===== config.mk =====
export PLATFORM = sky130hd
export DESIGN_NAME = clock_multiplier_divider
export DESIGN_NICKNAME = d
export VERILOG_FILES = /design/src/rtl/ckmd_pkg.sv /design/src/rtl/clock_multiplier_divider.sv /design/src/rtl/ckmd_divider.sv
export SDC_FILE = /design/constraint.sdc
export NUM_CORES = 1
export LEC_CHECK = 0
export ABC_AREA = 0
export BUFFER_PORTS_ARGS = -buffer_cell sky130_fd_sc_hd__buf_2
export CAP_MARGIN = 25
export CORE_UTILIZATION = 46
export CTS_CLUSTER_SIZE = 14
export DETAILED_ROUTE_END_ITERATION = 8
export GPL_ROUTABILITY_DRIVEN = 0
export GPL_TIMING_DRIVEN = 0
export PLACE_DENSITY = 0.69
export SETUP_SLACK_MARGIN = 0.1
export SLEW_MARGIN = 10
export SYNTH_ARGS = -nofsm -noshare
export SYNTH_HDL_FRONTEND = slang
export SYNTH_SLANG_ARGS = --single-unit

===== constraint.sdc =====
create_clock -name clk -period 5.72 [get_ports clk]
set_clock_uncertainty 0.15 [all_clocks]
set_input_delay 1.144 -clock clk [delete_from_list [all_inputs] [get_ports clk]]
set_output_delay 1.144 -clock clk [all_outputs]
set_load 0.005 [all_outputs]

===== src/rtl/ckmd_pkg.sv =====
// ----------------------------------------------------------------------------
// ckmd_pkg
// Shared types and constants of the clock multiplier / divider.
// ----------------------------------------------------------------------------
package ckmd_pkg;

    localparam int RATIO_W     = 6;
    localparam int MAG_W       = 5;
    localparam int MIN_GATE_W  = 16;
    localparam int DT_W        = 4;
    localparam int OUT_W       = 24;
    localparam int CFG_INDEX_W = 1;
    localparam int CFG_DATA_W  = 16;

    localparam logic [MAG_W-1:0]      MAX_RATIO      = 5'd16;
    localparam logic [RATIO_W-1:0]    RATIO_RESET    = 6'd1;
    localparam logic [MIN_GATE_W-1:0] MIN_GATE_RESET = 16'd48;
    localparam logic [OUT_W-1:0]      OUT_PERIOD_MAX = 24'hFFFFFF;

    localparam logic [CFG_INDEX_W-1:0] REG_RATIO    = 1'b0;
    localparam logic [CFG_INDEX_W-1:0] REG_MIN_GATE = 1'b1;

    typedef struct packed {
        logic busy;
        logic done;
    } div_status_t;

endpackage


===== src/rtl/clock_multiplier_divider.sv =====
// ----------------------------------------------------------------------------
// clock_multiplier_divider
// Measures the base clock period from pulse spacing and derives a divided or
// multiplied gate, reporting the derived period.
// ----------------------------------------------------------------------------
// channel | signals                                   | direction
// --------+-------------------------------------------+----------
// in      | in_valid, in_stall, clock_pulse,          | to block
//         | elapsed_ticks                             |
// out     | out_valid, out_stall, gate,               | from block
//         | effective_period, period_known            |
// cfg     | cfg_we, cfg_index, cfg_data               | to block
//
// Each transaction runs the shared one-bit-per-cycle divider for period and
// phase; the period division is skipped with no multiply, both where no
// period is known, and the phase division where the gate is low by range.
// in_stall is high from acceptance until the result enters the output
// register; a stalled result holds the block before that load.
// Reset clears all timing state and loads ratio 1, minimum gate 48.
// ----------------------------------------------------------------------------
module clock_multiplier_divider #(
    parameter int TIME_WIDTH = 24
) (
    input  logic                                 clk,
    input  logic                                 rst_n,
    input  logic                                 in_valid,
    output logic                                 in_stall,
    input  logic                                 clock_pulse,
    input  logic [ckmd_pkg::DT_W-1:0]            elapsed_ticks,
    output logic                                 out_valid,
    input  logic                                 out_stall,
    output logic                                 gate,
    output logic [ckmd_pkg::OUT_W-1:0]           effective_period,
    output logic                                 period_known,
    input  logic                                 cfg_we,
    input  logic [ckmd_pkg::CFG_INDEX_W-1:0]     cfg_index,
    input  logic [ckmd_pkg::CFG_DATA_W-1:0]      cfg_data
);

    localparam int TW = TIME_WIDTH;
    localparam int W  = TIME_WIDTH + 4;
    localparam int PW = (W > ckmd_pkg::OUT_W) ? W : ckmd_pkg::OUT_W;
    localparam int MW = ckmd_pkg::MAG_W;

    localparam logic [2:0] S_IDLE  = 3'd0;
    localparam logic [2:0] S_MUL   = 3'd1;
    localparam logic [2:0] S_PLAN  = 3'd2;
    localparam logic [2:0] S_DIVP  = 3'd3;
    localparam logic [2:0] S_CHECK = 3'd4;
    localparam logic [2:0] S_MOD   = 3'd5;
    localparam logic [2:0] S_DONE  = 3'd6;

    logic [2:0] state_reg;
    logic [2:0] state_next;

    logic [ckmd_pkg::RATIO_W-1:0]    ratio_reg;
    logic [ckmd_pkg::MIN_GATE_W-1:0] min_gate_reg;

    logic          started_reg, started_next;
    logic [TW-1:0] slp_reg, slp_next;
    logic [TW-1:0] ip_reg, ip_next;
    logic          ipv_reg, ipv_next;
    logic [MW-1:0] dc_reg, dc_next;
    logic [W-1:0]  prog_reg, prog_next;

    logic [W-1:0]  d_reg, d_next;
    logic [W-1:0]  p_reg, p_next;
    logic          res_gate_reg, res_gate_next;

    logic                          out_valid_reg, out_valid_next;
    logic                          gate_reg, gate_next;
    logic [ckmd_pkg::OUT_W-1:0]    eff_reg, eff_next;
    logic                          known_reg, known_next;

    logic [ckmd_pkg::RATIO_W-1:0] mag_raw;
    logic [MW-1:0] mag;
    logic [MW-1:0] division;
    logic [MW-1:0] mult;
    logic          ratio_neg;

    logic [TW-1:0] slp_base;
    logic [TW:0]   slp_sum;
    logic [W:0]    prog_sum;
    logic [MW:0]   dc_inc;

    logic                  div_start;
    logic [W-1:0]          div_dividend;
    logic [W-1:0]          div_divisor;
    logic [W-1:0]          div_quotient;
    logic [W-1:0]          div_remainder;
    ckmd_pkg::div_status_t div_status;

    logic [PW-1:0] p_wide;
    logic          accept;
    logic          out_free;

    // ratio decode
    always_comb
    begin
        ratio_neg = ratio_reg[ckmd_pkg::RATIO_W-1];
        mag_raw   = ratio_neg ? (~ratio_reg + 6'd1) : ratio_reg;
        mag       = (mag_raw > 6'(ckmd_pkg::MAX_RATIO)) ? ckmd_pkg::MAX_RATIO : mag_raw[MW-1:0];
        division  = ratio_neg ? mag : MW'(1);
        mult      = (!ratio_neg && mag_raw != '0) ? mag : MW'(1);
    end

    assign accept   = in_valid && (state_reg == S_IDLE);
    assign out_free = !out_valid_reg || !out_stall;

    // per-transaction timing update
    always_comb
    begin
        started_next = started_reg;
        slp_next     = slp_reg;
        ip_next      = ip_reg;
        ipv_next     = ipv_reg;
        dc_next      = dc_reg;
        prog_next    = prog_reg;
        slp_base     = slp_reg;
        slp_sum      = '0;
        prog_sum     = {1'b0, prog_reg} + (W+1)'(elapsed_ticks);
        dc_inc       = {1'b0, dc_reg} + (MW+1)'(1);

        if (accept)
        begin
            if (clock_pulse)
            begin
                if (started_reg && slp_reg != '0)
                begin
                    ip_next  = slp_reg;
                    ipv_next = 1'b1;
                end
                slp_base     = '0;
                started_next = 1'b1;
            end
            slp_sum = {1'b0, slp_base} + (TW+1)'(elapsed_ticks);
            if (started_next)
            begin
                slp_next = slp_sum[TW] ? '1 : slp_sum[TW-1:0];
                if (clock_pulse && dc_reg == '0)
                begin
                    prog_next = '0;
                end
                else
                begin
                    prog_next = prog_sum[W] ? '1 : prog_sum[W-1:0];
                end
                if (clock_pulse)
                begin
                    dc_next = (dc_inc >= {1'b0, division}) ? '0 : dc_inc[MW-1:0];
                end
            end
        end
    end

    // sequencer
    always_comb
    begin
        state_next     = state_reg;
        d_next         = d_reg;
        p_next         = p_reg;
        res_gate_next  = res_gate_reg;
        div_start      = 1'b0;
        div_dividend   = prog_reg;
        div_divisor    = p_reg;
        out_valid_next = out_valid_reg && out_stall;
        gate_next      = gate_reg;
        eff_next       = eff_reg;
        known_next     = known_reg;
        p_wide         = PW'(p_reg);

        unique case (state_reg)
            S_IDLE:
            begin
                if (accept)
                begin
                    state_next = S_MUL;
                end
            end
            S_MUL:
            begin
                d_next     = W'(ip_reg) * W'(division);
                state_next = S_PLAN;
            end
            S_PLAN:
            begin
                if (!ipv_reg)
                begin
                    p_next        = '0;
                    res_gate_next = 1'b0;
                    state_next    = S_DONE;
                end
                else if (mult == MW'(1))
                begin
                    p_next     = (d_reg == '0) ? W'(1) : d_reg;
                    state_next = S_CHECK;
                end
                else
                begin
                    div_start    = 1'b1;
                    div_dividend = d_reg;
                    div_divisor  = W'(mult);
                    state_next   = S_DIVP;
                end
            end
            S_DIVP:
            begin
                if (div_status.done)
                begin
                    p_next     = (div_quotient == '0) ? W'(1) : div_quotient;
                    state_next = S_CHECK;
                end
            end
            S_CHECK:
            begin
                if (started_reg && prog_reg < d_reg)
                begin
                    div_start  = 1'b1;
                    state_next = S_MOD;
                end
                else
                begin
                    res_gate_next = 1'b0;
                    state_next    = S_DONE;
                end
            end
            S_MOD:
            begin
                if (div_status.done)
                begin
                    res_gate_next = ({div_remainder, 1'b0} <= {1'b0, p_reg})
                                 || (div_remainder <= W'(min_gate_reg));
                    state_next    = S_DONE;
                end
            end
            S_DONE:
            begin
                if (out_free)
                begin
                    out_valid_next = 1'b1;
                    gate_next      = res_gate_reg;
                    known_next     = ipv_reg;
                    eff_next       = (p_wide > PW'(ckmd_pkg::OUT_PERIOD_MAX))
                                   ? ckmd_pkg::OUT_PERIOD_MAX
                                   : p_wide[ckmd_pkg::OUT_W-1:0];
                    state_next     = S_IDLE;
                end
            end
            default:
            begin
                state_next = S_IDLE;
            end
        endcase
    end

    ckmd_divider #(
        .W (W)
    ) u_divider (
        .clk       (clk),
        .rst_n     (rst_n),
        .start     (div_start),
        .dividend  (div_dividend),
        .divisor   (div_divisor),
        .quotient  (div_quotient),
        .remainder (div_remainder),
        .status    (div_status)
    );

    always_ff @(posedge clk or negedge rst_n)
    begin
        if (!rst_n)
        begin
            state_reg     <= S_IDLE;
            ratio_reg     <= ckmd_pkg::RATIO_RESET;
            min_gate_reg  <= ckmd_pkg::MIN_GATE_RESET;
            started_reg   <= 1'b0;
            slp_reg       <= '0;
            ip_reg        <= '0;
            ipv_reg       <= 1'b0;
            dc_reg        <= '0;
            prog_reg      <= '0;
            out_valid_reg <= 1'b0;
        end
        else
        begin
            state_reg     <= state_next;
            started_reg   <= started_next;
            slp_reg       <= slp_next;
            ip_reg        <= ip_next;
            ipv_reg       <= ipv_next;
            dc_reg        <= dc_next;
            prog_reg      <= prog_next;
            out_valid_reg <= out_valid_next;
            if (cfg_we)
            begin
                unique case (cfg_index)
                    ckmd_pkg::REG_RATIO:
                    begin
                        ratio_reg <= cfg_data[ckmd_pkg::RATIO_W-1:0];
                    end
                    ckmd_pkg::REG_MIN_GATE:
                    begin
                        min_gate_reg <= cfg_data[ckmd_pkg::MIN_GATE_W-1:0];
                    end
                    default:
                    begin
                    end
                endcase
            end
        end
    end

    always_ff @(posedge clk)
    begin
        d_reg        <= d_next;
        p_reg        <= p_next;
        res_gate_reg <= res_gate_next;
        gate_reg     <= gate_next;
        eff_reg      <= eff_next;
        known_reg    <= known_next;
    end

    assign in_stall         = (state_reg != S_IDLE);
    assign out_valid        = out_valid_reg;
    assign gate             = gate_reg;
    assign effective_period = eff_reg;
    assign period_known     = known_reg;

    // divider finishes only inside a wait state
    assert property (@(posedge clk) disable iff (!rst_n)
        div_status.done |-> (state_reg == S_DIVP || state_reg == S_MOD))
        else $error("divider done outside a wait state");

    // no divider run left over when idle
    assert property (@(posedge clk) disable iff (!rst_n)
        (state_reg == S_IDLE) |-> !div_status.busy)
        else $error("divider busy while idle");

    // no period known means no gate and zero period
    assert property (@(posedge clk) disable iff (!rst_n)
        (out_valid_reg && !known_reg) |-> (!gate_reg && eff_reg == '0))
        else $error("result without period carries gate or period");

endmodule


===== src/rtl/ckmd_divider.sv =====
// ----------------------------------------------------------------------------
// ckmd_divider
// Restoring divider, one quotient bit per cycle, quotient and remainder.
// ----------------------------------------------------------------------------
module ckmd_divider #(
    parameter int W = 28
) (
    input  logic                  clk,
    input  logic                  rst_n,
    input  logic                  start,
    input  logic [W-1:0]          dividend,
    input  logic [W-1:0]          divisor,
    output logic [W-1:0]          quotient,
    output logic [W-1:0]          remainder,
    output ckmd_pkg::div_status_t status
);

    localparam int CW = $clog2(W + 1);

    logic [CW-1:0] cnt_reg;
    logic          done_reg;
    logic [W-1:0]  rem_reg;
    logic [W-1:0]  quo_reg;
    logic [W-1:0]  dsr_reg;
    logic [W:0]    shifted;
    logic [W:0]    diff;
    logic          ge;

    always_comb
    begin
        shifted = {rem_reg, quo_reg[W-1]};
        diff    = shifted - {1'b0, dsr_reg};
        ge      = (shifted >= {1'b0, dsr_reg});
    end

    always_ff @(posedge clk or negedge rst_n)
    begin
        if (!rst_n)
        begin
            cnt_reg  <= '0;
            done_reg <= 1'b0;
        end
        else
        begin
            done_reg <= 1'b0;
            if (start)
            begin
                cnt_reg <= CW'(W);
            end
            else if (cnt_reg != '0)
            begin
                cnt_reg <= cnt_reg - CW'(1);
                if (cnt_reg == CW'(1))
                begin
                    done_reg <= 1'b1;
                end
            end
        end
    end

    always_ff @(posedge clk)
    begin
        if (start)
        begin
            rem_reg <= '0;
            quo_reg <= dividend;
            dsr_reg <= divisor;
        end
        else if (cnt_reg != '0)
        begin
            rem_reg <= ge ? diff[W-1:0] : shifted[W-1:0];
            quo_reg <= {quo_reg[W-2:0], ge};
        end
    end

    assign quotient    = quo_reg;
    assign remainder   = rem_reg;
    assign status.busy = (cnt_reg != '0);
    assign status.done = done_reg;

endmodule


* After elaboration in Yosys (flattened, before gate mapping)
Cells that the tools add are included.
Operators by class: reduce and logical (&&, ||, !) cells 31, bitwise operators 2, muxes and demuxes 50, eq/ne operators 15, $lt $le $gt $ge 7, multipliers 1, $add $sub $neg 6
Operators by type and width (number):
- $mux W28 | 16
- $mux W24 | 3
- $logic_not A28 Y1 | 2
- $pmux W28 S2 | 1
- $mux W5 | 6
- $add A28 B4 Y29 | 1
- $ge A29 B28 Y1 | 1
- $le A29 B28 Y1 | 1
- $gt A28 B24 Y1 const B | 1
- $le A28 B16 Y1 | 1
- $lt A28 B28 Y1 | 1
- $mul A24 B5 Y28 | 1
- $sub A28 B28 Y28 | 1
- $add A24 B4 Y25 | 1
- $reduce_bool A24 Y1 | 1
- $pmux W3 S7 | 1
- $mux W3 | 6
- $mux W1 | 13
- $eq A5 B1 Y1 const B | 2
- $eq A3 B3 Y1 const B | 3
- $reduce_and A3 Y1 | 3
- $ne A2 B2 Y1 const B | 4
- $reduce_and A2 Y1 | 4
- $reduce_and A4 Y1 | 2
- other kinds (24) | 36
Storage, ports and cells: bits of input ports 27, output and inout bits 28, register bits 282, word-level logic and storage cells 133

* Longest topological paths before layout
Gate-level depths: netlist of the first run.
word-level depth 11, depth in mapped cells 27, mapped depth without buffers 26

* Modules after synthesis
Synthesis of the first run repeated with hierarchy kept, for this count alone.
Second synthesis, totals: cells, all modules 2152, area total of the unflattened synthesis 20435.8 um2
By module, submodules not included:
- clock_multiplier_divider | times used 1, seq. area each 5223.8 um2, cells each 1637, area an instance 15112.0 um2
- ckmd_divider | times used 1, seq. area each 2392.3 um2, cells each 515, area an instance 5323.9 um2

* Worst setup path after synthesis of the first run
Ideal clock, no wire load.
path type flip-flop to flip-flop, from register ratio_reg[0] (netlist name), to register d_reg[27] (data pin), data required time 5.310 ns, arrival 5.726 ns, clock period less this slack 6.136 ns, path buffers 1, slack -0.416 ns, cell stages (with the launch flop) 27, setup time 0.260 ns, cells stage by stage dfstp_2 -> inv_1 -> ha_1 -> nand2b_1 -> a211o_1 -> o31ai_1 -> and2_1 -> o21ai_0 -> nand2_1 -> and4_1 -> clkbuf_1 -> and2_1 -> fa_1 -> fa_1 -> inv_1 -> fa_1 -> inv_1 -> ha_1 -> o21ai_1 -> o21bai_1 -> a21oi_1 -> o41ai_1 -> o21ai_1 -> o211ai_1 -> a31oi_1 -> o21bai_1 -> xnor2_1
Between the ends: word-level cells in the longest chain between the ends 7
RTL lines:
- start: declaration | RTL line clock_multiplier_divider.sv:56 | logic [ckmd_pkg::RATIO_W-1:0] ratio_reg;
- start signal: assignment | RTL line clock_multiplier_divider.sv:274 | ratio_reg <= ckmd_pkg::RATIO_RESET;
- start signal: assignment | RTL line clock_multiplier_divider.sv:299 | ratio_reg <= cfg_data[ckmd_pkg::RATIO_W-1:0];
- $not A6 Y6 | RTL line clock_multiplier_divider.sv:101 | mag_raw = ratio_neg ? (~ratio_reg + 6'd1) : ratio_reg;
- $add A6 B1 Y6 | RTL line clock_multiplier_divider.sv:101
- $mux W6 * | RTL line clock_multiplier_divider.sv:101
- $gt A6 B5 Y1 | RTL line clock_multiplier_divider.sv:102 | mag = (mag_raw > 6'(ckmd_pkg::MAX_RATIO)) ? ckmd_pkg::MAX_RATIO : mag_raw[MW-1:0];
- $mux W5 * | RTL line clock_multiplier_divider.sv:102
- $mux W5 * | RTL line clock_multiplier_divider.sv:103 | division = ratio_neg ? mag : MW'(1);
- $mul A24 B5 Y28 * | RTL line clock_multiplier_divider.sv:182 | d_next = W'(ip_reg) * W'(division);
- end signal: assignment | RTL line clock_multiplier_divider.sv:315 | d_reg <= d_next;
- end: declaration | RTL line clock_multiplier_divider.sv:66 | logic [W-1:0] d_reg, d_next;
Every way passes the cells marked *; elsewhere a longest branch is shown, timed or not. A chain may end at the register's enable or synchronous reset.

* Worst setup path after layout of the first run
Same ends and word-level chain as after synthesis.

==> results of run 1 <==
-- per-layer routing --
layer | track usage [%] | vias up | routed length, um
met5 | 0 | - | 0
met4 | 12.16 | 0 | 2683
met3 | 3.471 | 140 | 3297
met2 | 45.46 | 653 | 28110
met1 | 31.95 | 8123 | 22660
li1 | - | 7814 | -
-- report_power, final --
part           switching [uW]  total (uW)  internal (uW)
Combinational             229         440            211
Clock                     862        2210           1350
Sequential               35.2        2180           2150
Total                    1130        4830           3710
-- kinds of logic (layout without fill, tap and decap cells) --
kind of cell / after synthesis / in the layout
AND/OR/NAND/NOR: 721 / 721
AO/OA/AOI/OAI: 478 / 478
buffers and inverters: 311 / 503
flip-flops: 282 / 282
adder cells (fa/ha/maj): 221 / 221
multiplexers: 60 / 60
XOR/XNOR: 58 / 58
-- stage by stage --
| step | util [%] | total power, uW | setup WS [ns] | instances |
|---|---|---|---|---|
| final | 54.95 | 4834 | -0.4484 | 2862 |
| after global routing | 54.95 | 4965 | -0.5708 | 2862 |
| after CTS | 54.34 | 4814 | -0.3031 | 2850 |
| after detailed placement | 49.96 | 2486 | -1.095 | 2733 |
| after global placement | 49.58 | 2471 | -1.216 | 2723 |
| after floorplan | - | 2371 | 0.1046 | 2131 |
-- worst reg2reg max path, cell delays in order, from the launching register on --
cell	delay, ns
sky130_fd_sc_hd__dfstp_2	0.54
sky130_fd_sc_hd__inv_2	0.05
sky130_fd_sc_hd__ha_4	0.16
sky130_fd_sc_hd__nand2b_4	0.14
sky130_fd_sc_hd__a211o_1	0.33
sky130_fd_sc_hd__o31ai_4	0.07
sky130_fd_sc_hd__and2_4	0.20
sky130_fd_sc_hd__o21ai_4	0.06
sky130_fd_sc_hd__nand2_2	0.10
sky130_fd_sc_hd__and4_4	0.34
sky130_fd_sc_hd__clkbuf_16	0.20
sky130_fd_sc_hd__and2_4	0.14
sky130_fd_sc_hd__fa_1	0.42
sky130_fd_sc_hd__fa_1	0.49
sky130_fd_sc_hd__inv_1	0.05
sky130_fd_sc_hd__fa_1	0.52
sky130_fd_sc_hd__inv_2	0.05
sky130_fd_sc_hd__ha_4	0.27
sky130_fd_sc_hd__o21ai_2	0.05
sky130_fd_sc_hd__o21bai_1	0.19
sky130_fd_sc_hd__a21oi_2	0.15
sky130_fd_sc_hd__o41ai_4	0.40
sky130_fd_sc_hd__o21ai_2	0.13
sky130_fd_sc_hd__o211ai_1	0.20
sky130_fd_sc_hd__a31oi_1	0.14
sky130_fd_sc_hd__o21bai_1	0.24
sky130_fd_sc_hd__xnor2_2	0.12
-- what timing repair did --
action,in CTS,in global routing
hold endpoints to repair,0,0
resized for setup,64,40
hold buffers,0,0
pin swaps,34,42
buffers inserted,58,14
setup endpoints to repair,21,17
-- worst paths after layout --
check / slack [ns] / cells past startpoint / startpoint / end
max: -0.45 / 26 / ratio_reg[0]$_DFFE_PN1P_ / d_reg[27]$_DFFE_PN_
min reg2reg: 0.32 / 0 / res_gate_reg$_SDFFCE_PN0P_ / gate$_DFFE_PP_
min: 0.32 / 0 / res_gate_reg$_SDFFCE_PN0P_ / gate$_DFFE_PP_
max in group asynchronous: 4.28 / 2 / rst_n / min_gate_reg[5]$_DFFE_PN1P_
min in group asynchronous: 0.34 / 1 / rst_n / dc_reg[3]$_DFFE_PN0P_
max reg2reg: -0.45 / 26 / ratio_reg[0]$_DFFE_PN1P_ / d_reg[27]$_DFFE_PN_
-- cells in the final DEF (no fill, tap or decap), types with 25 or more instances in the layout --
cell type,synthesis,layout
sky130_fd_sc_hd__and2_1,100,94
sky130_fd_sc_hd__nor3_1,37,35
sky130_fd_sc_hd__o22ai_1,25,25
sky130_fd_sc_hd__a21oi_1,151,138
sky130_fd_sc_hd__buf_2,10,63
sky130_fd_sc_hd__buf_4,2,73
sky130_fd_sc_hd__clkbuf_16,0,39
sky130_fd_sc_hd__nand3_1,65,63
sky130_fd_sc_hd__a21o_1,38,38
sky130_fd_sc_hd__edfxtp_1,139,139
sky130_fd_sc_hd__dfrtp_1,112,111
sky130_fd_sc_hd__nor4_1,33,31
sky130_fd_sc_hd__xnor2_1,36,34
sky130_fd_sc_hd__nand2_1,218,213
sky130_fd_sc_hd__mux2_2,43,43
sky130_fd_sc_hd__inv_1,223,213
sky130_fd_sc_hd__o21ai_0,114,108
sky130_fd_sc_hd__clkbuf_1,66,67
sky130_fd_sc_hd__dfxtp_1,28,28
sky130_fd_sc_hd__nor2_1,120,117
sky130_fd_sc_hd__ha_1,153,139
sky130_fd_sc_hd__and3_1,35,35
sky130_fd_sc_hd__nand4_1,25,25
sky130_fd_sc_hd__fa_1,68,67
-- layout make-up --
class	count	share of cell area, %
plain buffers	87	1.822
clock buffers	50	4.330
clock inverters	9	0.5284
inverters	224	3.623
multi-input cells	1538	49.89
flip-flops and latches	282	32.82
well taps	539	2.906
repair buffers	133	4.071
==> results.md, run 1 <==
- The run finished, with violations left.
- The checks that failed: DRC, setup timing.
- Entering global routing, the biggest net connects 85 pins.
- Broken down by cell family, the worst path's largest delay share belongs to compound AO/OA/AOI/OAI gates.
- The number of hold violations in the final report was 0.
- The wire-length estimate of the detail-placed layout is 41.95 mm.
- The area occupied by registers is 7617 sq um.
- TritonCTS built the clock tree.
- For this run, the register share of the synthesized area comes to 38.36%.
- The via count of the first global-routing pass is 16720.
- The share of cells above drive strength 1 is 15.84%.
- The global-route wire length before repair is 90.16 mm.
- The sum of negative setup slack is -3.723 ns.
- The number of inserted diodes is 0.
- Global routing finished with a remaining overflow of 0.
- The later-pin clock latency in the skew report is 0.54 ns.
- Along the worst path, the maximum fanout reaches 6.
- The final count of negative-setup-slack endpoints is 13.
- The clock transition at the register clock pins on the worst setup and hold paths after CTS is 0.06 ns.
- After detailed routing, the total wire length is 56.75 mm.
- The final critical path time including I/O delays and setup is 6.168 ns.
- At the pin with the least slew margin, the transition time is 0.9315 ns.
- After routing the design area is 23210 sq um.
- The via count normalized by instance count is 5.846.
- The worst slew margin relative to its limit is 37.38%.
- The longest clock path from root to sink contains 3 buffers.
- The post-synth net total is 2379.
- Averaged over all synthesized cells, the footprint is 9.317 sq um.
- The most used flip-flop cell after synthesis is sky130_fd_sc_hd__edfxtp_1.
- The cell at the root of the clock tree is sky130_fd_sc_hd__clkbuf_16.
- The type of the tightest min-delay check is reg -> reg.
- Summing the areas of all xor and xnor instances in the mapped netlist gives 2.558% of the synthesized area.
- Counting instances in the post-synthesis netlist gives the leading cell types as sky130_fd_sc_hd__inv_1, sky130_fd_sc_hd__nand2_1, sky130_fd_sc_hd__ha_1.
- The number of slew-limit violations in the final report came to 0.
- The number of top-level design ports is 55.
- The final net count is 2548.
- The synthesized-area fraction occupied by ao, oa, aoi and oai cells is 15.05%.
- The tree built by TritonCTS fans out to 282 sinks.
- The gate count after technology mapping is 2131.
- The kind of start point of the critical path is a flip-flop.
- The area of the placeable core is 42230 sq um.
- The number of nets still failing antenna checks after routing is 0.
- After Yosys synthesis, full adders, half adders and majority gates account for 16.50% of the synthesized area.
- The filler cells instantiated in the layout total 3647.
- Before antenna repair, the detailed router went through 8 iterations.
- The multi-input combinational cells in the finished layout cover a total of 11580 sq um.
- The number of buffers inserted during clock tree synthesis is 34.
- The critical-path cell with the highest stage delay is sky130_fd_sc_hd__dfstp_2.
- The basic-gate share of the synthesized area counting and, or, nand and nor cells is 18.18%.
- Hold timing on the final database bottoms out at a slack of 0.3249 ns.
- Derived from the worst setup path, the maximum achievable clock frequency is 162.1 MHz.
- The initial antenna violation count is 0.
- The via total after detailed routing is 16730.
- The synthesized netlist contains 83 unique library cells.
- The iteration-0 DRC count of the detailed router is 1383.
- Power spread over the standard cell area amounts to 208.3 nW/um^2.
- The highest cell delay on the worst timing path is 0.54 ns.
- The initial utilization of the core area, before any placement, comes to 47.02%.
- The floorplan row count is 75.
- The floorplan die area is 44000 sq um.
- The worst setup path is of the reg -> reg kind.
- The per-cell routed wire length is 19.83 um.
- VDD sags by at most 0.2009 mV.
- The post-synthesis async set-or-reset flop share is 40.78%.
- By area the synthesized netlist is led by sky130_fd_sc_hd__edfxtp_1, sky130_fd_sc_hd__dfrtp_1, sky130_fd_sc_hd__ha_1.
- The final critical path takes up 107.8% of the cycle.
- The count of buffers added on input and output ports is 53.
- The synthesized design contains 282 register bits.
- For the worst setup path, the data required time is 5.84 ns.
- Yosys mapped a number of flops with a built-in enable equal to 139.
- The multiplexer area fraction after synthesis is 3.296%.
- After detailed routing, the number of remaining DRC violations is 1.
- The overall die height is 209.8 um.
- The die width is 209.8 um.
- Setup slack on the critical path of the routed design comes to -0.4484 ns.
- Setup repair after global routing could not meet its margin everywhere.
- The cell type with the highest occurrence count on the critical path is sky130_fd_sc_hd__fa_1.
- Summed over all cells, the static leakage comes to 0.01084 uW.
- Compared with the post-synthesis result, the final layout area differs by 16.88%.
- The most frequently used cell type in the post-synthesis netlist is sky130_fd_sc_hd__inv_1.
- The category of the worst setup path capture point is a flip-flop.
- The clock tree synthesis step divided the H-tree into 2 levels.
- Summing every instance area after synthesis gives 19860 sq um.
- Global routing used 26.07% of the available tracks.
- The tool flagged a number of max-cap violations equal to 0.
- The number of buffers and inverters on the critical path is 4.
- The placed cell area is 21100 sq um.
- The data arrival at the endpoint of the critical path is 6.28 ns.
- The top cell type by total area after synthesis is sky130_fd_sc_hd__edfxtp_1.
- The share of synthesized area in the top cell type comes to 21.02%.
- The total number of yosys warnings is 0.
- By area, the combinational part of the netlist is dominated by simple AND/OR/NAND/NOR gates.
(Power assumes the default switching activity.)
==> inputs of run 2 (changes only) <==
- CTS_BUF_LIST: default -> sky130_fd_sc_hd__clkbuf_2
==> run 2 against run 1 <==
Net effect:
- the flow finishes with violations (setup timing)
- wire length is 0.23% lower
- final area is 1.7% lower
- sequential cell count stayed put
- sequential share of layout area is 0.57 points higher
- register-to-register slack worse by 0.098 ns
- utilization is 0.93 points lower
- clock power is 35% lower
- hold slack worse by 0.10 ns
- count of clock-buffer cells in the layout is 55 higher
- fmax is 1.6% lower
- critical endpoint unchanged
==> results.md, run 2 (synthesis results as in run 1) <==
- The number of hold violations in the final report was 0.
- For this run, the slowest stage of the critical path takes 0.55 ns.
- The most common cell after layout, fill and taps aside is sky130_fd_sc_hd__inv_1.
- The final critical path time including I/O delays and setup is 6.267 ns.
- The met2 wire length is 28.11 mm.
- The placed cell area is 21100 sq um.
- The top routing layer in use is met5.
- After detailed routing, the total wire length is 56.62 mm.
- The category of the worst setup path capture point is a flip-flop.
- The required time reported for the critical path endpoint is 6.21 ns.
- The reported leakage power is 0.01083 uW.
- In the routed design, unresolved DRC markers number 0.
- The count of TritonRoute iterations in the first routing pass is 5.
- After filler insertion, the fill cell instance count of the layout stands at 3739.
- The maximum achievable frequency is 159.6 MHz.
- The worst path buffer plus inverter count is 4.
- At the end of the flow the core is filled with cells to 54.02%.
- After floorplanning, the core was sized to cover 42230 sq um.
- The clock transition at the register clock pins on the worst setup and hold paths after CTS is 0.09 ns.
- After the flow finishes, the layout carries non-filler instances totaling 2942.
- The via count of the first global-routing pass is 17200.
- The global-route wire length before repair is 90.85 mm.
- The floorplan step defined a die boundary enclosing 44000 sq um.
- The worst hold path belongs to the class in -> reg.
- The per-cell routed wire length is 19.24 um.
- In this run the number of H-tree levels came out at 3.
- The detailed router put a total of 22.41 mm of wire on met1.
- The category of cells accounting for the largest share of critical-path delay is compound AO/OA/AOI/OAI gates.
- The initial antenna violation count was 2.
- The clock tree from TritonCTS is done.
- Clock tree synthesis inserted a total of 77 buffers.
- The worst setup path is launched from a flip-flop.
- The maximum net fanout on the critical path is 6.
- The library cells used most frequently in the layout, excluding fill and tap cells, are sky130_fd_sc_hd__inv_1, sky130_fd_sc_hd__nand2_1, sky130_fd_sc_hd__edfxtp_1.
- Data arrives at the worst endpoint at 6.76 ns.
- The overall die height is 209.8 um.
- The worst slew margin relative to its limit is 39.02%.
- The power density over cell area is 177.5 nW/um^2.
- Setup repair after global routing could not meet its margin everywhere.
- Summing all multi-input logic gate instances after layout gives 11590 sq um.
- Dividing the final minimum period by the clock period gives 109.6%.
- The total of max-cap violations is 0.
- From synthesis to final layout, the design area changed by 14.89%.
- The finished cells cover 22810 sq um.
- Detailed placement finished with a half-perimeter wire length of 41.95 mm.
- The number of port buffers is 53.
- Using the TritonRoute via totals, the vias-per-cell ratio works out to 5.772.
- The checks that failed: setup timing.
- The later-pin clock latency in the skew report is 1.02 ns.
- For the final routed database, the setup TNS stands at -5.254 ns.
- The run finished, with violations left.
- The instance count after placement with tap cells included is 2733.
- The initial core utilization is 47.02%.
- For this run the aggregate overflow at the end of global routing stands at 0.
- Across the whole layout, storage elements account for 7619 sq um.
- Total power for the finished layout comes to 4050 uW.
- In the detailed route, the total length drawn on met3 is 3.519 mm.
- The root buffer cell chosen for the clock tree is sky130_fd_sc_hd__clkbuf_2.
- For this block, the initial DRC count from the detailed router was 1295.
- Setup violations remaining at the end of the flow were counted as 15.
- The number of slew-limit violations in the final report was 0.
- Row generation in the floorplan step produced 75 rows.
- The largest individual stage delay along the critical path comes from the cell sky130_fd_sc_hd__dfstp_2.
- In the final design database the tool counted 2595 nets.
- The via total after detailed routing is 16980.
- The total routing resource utilization after global routing is 26.25%.
- The maximum number of pins on one net before global-route repair is 85.
- The worst setup path category is reg -> reg.
- The final worst slack is -0.5468 ns.
- The number of nets still failing antenna checks after routing is 0.
- The maximum clock insertion buffer count is 3.
- Clock tree synthesis found a total of 282 sinks.
- For the pin with the worst max-slew slack, the measured transition is 0.9072 ns.
- The die width is 209.8 um.
- The number of top-level design ports is 55.
- The worst-case vdd ir drop is 0.1433 mV.
- The share of cells above drive strength 1 is 18.28%.
run 2: layout make-up:
class | instances | area share (%)
clock buffers | 105 | 2.304
diodes | 2 | 0.02194
plain buffers | 87 | 1.881
inverters | 224 | 3.686
well taps | 539 | 2.956
flip-flops and latches | 282 | 33.40
repair buffers | 137 | 4.278
multi-input cells | 1538 | 50.83
clock inverters | 28 | 0.6472
run 2: final timing paths:
check	from	cells past startpoint	to	slack (ns)
setup / recovery	ratio_reg[0]$_DFFE_PN1P_	26	d_reg[27]$_DFFE_PN_	-0.55
hold / removal	cfg_data[1]	3	ratio_reg[1]$_DFFE_PN0P_	0.22
setup reg to reg	ratio_reg[0]$_DFFE_PN1P_	26	d_reg[27]$_DFFE_PN_	-0.55
hold reg to reg	res_gate_reg$_SDFFCE_PN0P_	0	gate$_DFFE_PP_	0.35
max in group asynchronous	rst_n	3	prog_reg[19]$_DFFE_PN0P_	4.13
min in group asynchronous	rst_n	2	ip_reg[7]$_DFFE_PN0P_	0.44
run 2: where the power goes:
| group | leakage, uW | internal (uW) | switching [uW] |
|---|---|---|---|
| Sequential | 0.00257 | 2140 | 34.6 |
| Clock | 0.000515 | 548 | 888 |
| Combinational | 0.00774 | 210 | 227 |
run 2: repair_timing:
item                                    CTS  global route
hold buffers                              1             0
resized for setup                        69            43
hold endpoints to repair                 31             0
pin swaps                                37            51
endpoints found under the setup margin   21            19
setup buffers                            60            17
run 2: metrics by stage:
stage / hold WS, ns / setup WS (ns)
after floorplan: 0.2503 / 0.1046
after global placement: 0.2937 / -1.216
after detailed placement: 0.3014 / -1.095
after CTS: 0.1457 / -0.3973
after global routing: 0.1564 / -0.6655
final: 0.2242 / -0.5468
run 2: per-layer routing:
layer / GRT usage, % / up-vias
met5: 0 / -
met3: 5.043 / 148
li1: - / 7934
met4: 13.89 / 2
met2: 45.01 / 676
met1: 31.17 / 8220
run 2: worst register-to-register path, delay by kind of cell (launching register included):
| kind | cells | cell delay [ns] |
|---|---|---|
| DFF | 1 | 0.55 |
| and+or+nand+nor | 5 | 0.92 |
| AOI/OAI and AO/OA | 11 | 1.93 |
| xor gates and xnor gates | 1 | 0.17 |
| adders and majority gates | 5 | 1.85 |
| buffers and inverters | 4 | 0.33 |
==> inputs of run 3 (changes only) <==
- PLACE_DENSITY: 0.69 -> default
==> run 3 against run 2 <==
Net effect:
- the flow still finishes with violations (setup timing)
- setup slack worse by 0.048 ns
- global-route usage is 0.31 points higher
- combinational power is 7.6% higher
- total power is 3.1% higher
- clock power is 6% higher
- sequential power hardly changed
- non-clock buffer count stayed put
- critical path depth is 2 higher
- first-iteration DRC count is 16% lower
- utilization is 0.14 points higher
- die area stayed put
- critical endpoint unchanged
- largest cell class unchanged
==> results.md, run 3 (synthesis results as in run 1) <==
- The detailed router finished its first iteration with 1093 violations.
- The most critical setup path has its endpoint at d_reg[27]$_DFFE_PN_.
- The maximum clock insertion buffer count is 3.
- Cells fill 54.16% of the core in the end.
- In the final routed layout, each cell accounts on average for 19.49 um.
- In the layout the commonest cells are sky130_fd_sc_hd__inv_1, sky130_fd_sc_hd__nand2_1, sky130_fd_sc_hd__edfxtp_1.
- Counting I/O delays and the setup requirement, the final critical path takes 6.315 ns.
- The total routing resource utilization after global routing is 26.55%.
- STA classifies the critical path endpoint as a flip-flop.
- For this run, the detailed router's first-pass iteration total came to 6.
- The placed cell area is 21100 sq um.
- The most numerous cell type found on the critical path is sky130_fd_sc_hd__fa_1.
- In this run the critical register-to-register path is launched from ratio_reg[0]$_DFFE_PN1P_.
- After layout, the worst path uses 110.4% of the clock period.
- The flow ran to the end, but the final reports show violations.
- CTS placed an instance of sky130_fd_sc_hd__clkbuf_2 at the clock tree root.
- Sequential cells account for 52.1% of the total power.
- IR analysis of the VDD net gives a maximum drop of 0.1361 mV.
- Compared with the post-synthesis result, the final layout area differs by 15.19%.
- The initial antenna violation count is 1.
- The final layout contains routed wiring with a total length of 57.59 mm.
- The area of the placeable core is 42230 sq um.
- The first element of the critical path is ratio_reg[0]$_DFFE_PN1P_.
- The floorplan die area is 44000 sq um.
- Internal power comes to 2956 uW.
- Setup repair after global routing could not meet its margin everywhere.
- The tightest min-delay check is of the in -> reg type.
- The initial utilization of the core area, before any placement, comes to 47.02%.
- Clock-pin slew was measured on the worst setup and hold paths at 0.10 ns.
- In the post-route analysis, the smallest setup slack over all paths is -0.5948 ns.
- The count of H-tree levels built during CTS is 3.
- The power density over cell area is 182.5 nW/um^2.
- The total number of clock tree sinks is 282.
- The floorplan row count is 75.
- The path depth of the worst reg2reg path is 28.
- The worst setup path is launched from a flip-flop.
- Derived from the worst setup path, the maximum achievable clock frequency is 158.4 MHz.
- The final total power is 4175 uW.
- The analysis attributes to net switching a power of 1219 uW.
- The number of top-level design ports is 55.
- Of the cells placed in the final design, the portion with a size suffix greater than 1 is 18.56%.
- In this run the worst path has a maximum fanout of 4.
- In the routed design, unresolved DRC markers number 0.
- The required time reported for the critical path endpoint is 6.25 ns.
- The via count normalized by instance count is 5.638.
- The finished cells cover 22870 sq um.
- Detailed placement ended at an HPWL of 42.58 mm.
- The number of nets still failing antenna checks after routing is 0.
- The first global-routing pass estimated 91.26 mm of wire.
- Before CTS, the worst setup slack after placement is -1.148 ns.
- The later-pin clock latency in the skew report is 0.98 ns.
- The data arrival at the endpoint of the critical path is 6.85 ns.
- The via count of the first global-routing pass is 16910.
- The number of slew-limit violations in the final report was 0.
- The part of the total power dissipated in combinational logic is 11.3%.
- Summed over all layers, the global routing overflow is 0.
- Setup violations remaining at the end of the flow were counted as 16.
- The final reports fail on setup timing.
- The worst setup path category is reg -> reg.
- In this run the static leakage power is 0.01085 uW.
- The detailed router placed 16660 vias in this run.
- On the critical path, the stage with the largest delay is an instance of sky130_fd_sc_hd__dfstp_2.
- The final net count is 2598.
- In this run the tool buffered the top-level ports with 53 buffer cells.
- The number of hold violations in the final report was 0.
- The capture instance of the worst register-to-register path is d_reg[27]$_DFFE_PN_.
- The die width is 209.8 um.
- The most common cell after layout, fill and taps aside is sky130_fd_sc_hd__inv_1.
- The clock tree from TritonCTS is done.
- Max-cap violations in this run came to 0.
- Measured along the y axis, the die boundary spans 209.8 um.
- The share of power burned in the clock network is 36.6%.
- Clock tree synthesis inserted a total of 80 buffers.
- Entering global routing, the biggest net connects 61 pins.
- The transition at the pin with the smallest max-transition slack is 1.032 ns.
- The sum of negative setup slack is -6.027 ns.
- In this design, the stage delay of the slowest critical-path cell is 0.55 ns.
- Setup slack on the worst reg-to-reg path comes out at -0.59 ns.
- In this run switching power makes up 29.19% of total power.
- The worst pin sits at a relative slew slack of 30.71%.
==> run 3: cell types whose count changed in the layout (fill, tap and decap cells not counted), moves of 4 or more <==
cell / change
sky130_fd_sc_hd__a21oi_4: -4
sky130_fd_sc_hd__and2_4: +5
sky130_fd_sc_hd__buf_6: +10
sky130_fd_sc_hd__buf_4: -15
sky130_fd_sc_hd__and2_1: -5
sky130_fd_sc_hd__a21oi_2: +4
sky130_fd_sc_hd__clkbuf_2: +8
==> run 3: cell type report <==
cell class                 instances  area [sq um]
tap                              539         674.4
clock buffer                     111         555.5
clock inverter                    35         185.2
buffer                            87         422.9
inverter                         224         840.8
sequential                       282          7616
timing repair buffer             137          1030
multi-input combinational       1538         11540
antenna                            1         2.502
fill                            3860         19360
==> run 3: what timing repair did <==
| action | in CTS | in global routing |
|---|---|---|
| endpoints found under the setup margin | 21 | 20 |
| gates resized for setup | 59 | 51 |
| hold buffers | 1 | 0 |
| cloned | 1 | 0 |
| endpoints found under the hold margin | 55 | 0 |
| pin swaps | 48 | 35 |
| buffers inserted | 62 | 11 |
==> run 3: stage by stage <==
stage,instances,hold WS (ns)
floorplan,2131,0.2503
global placement,2723,0.3058
detailed placement,2734,0.3172
CTS,2944,0.1494
global route,2954,0.1488
finish,2954,0.2389
==> run 3: power by group through the flow <==
stage / Combinational [uW] / Clock (uW) / Sequential (uW)
after floorplan: 164 / 0 / 2210
after global placement: 263 / 0 / 2220
after detailed placement: 272 / 0 / 2220
after CTS: 408 / 1580 / 2170
after global routing: 502 / 1680 / 2180
final: 470 / 1530 / 2170
==> run 3: critical path: cells and delay by family, from the launching register on <==
| family | cells | cell delay, ns |
|---|---|---|
| XOR/XNOR | 1 | 0.12 |
| AND/OR/NAND/NOR | 5 | 0.80 |
| AO/OA/AOI/OAI | 11 | 1.86 |
| buffers and inverters | 6 | 0.55 |
| flip-flops | 1 | 0.55 |
| adder cells (fa/ha/maj) | 5 | 1.95 |
==> run 3: metal layers <==
metal	part of all wire, %	vias to the layer above	global-route usage, %	wire (um)
met5	0	-	0	0
met4	3.8	0	11.96	2195
met3	4.3	137	4.145	2483
met2	52	482	48.14	29740
met1	40	8055	30.75	23160
li1	-	7982	-	-
==> run 3: worst min-delay path by stage <==
stage	startpoint	to	slack, ns	cells past startpoint
after floorplan	res_gate_reg$_SDFFCE_PN0P_	gate$_DFFE_PP_	0.25	0
after global placement	res_gate_reg$_SDFFCE_PN0P_	gate$_DFFE_PP_	0.31	0
after detailed placement	res_gate_reg$_SDFFCE_PN0P_	gate$_DFFE_PP_	0.32	0
after CTS	cfg_data[1]	ratio_reg[1]$_DFFE_PN0P_	0.15	3
after global routing	cfg_data[11]	min_gate_reg[11]$_DFFE_PN0P_	0.15	2
final	cfg_data[11]	min_gate_reg[11]$_DFFE_PN0P_	0.24	2
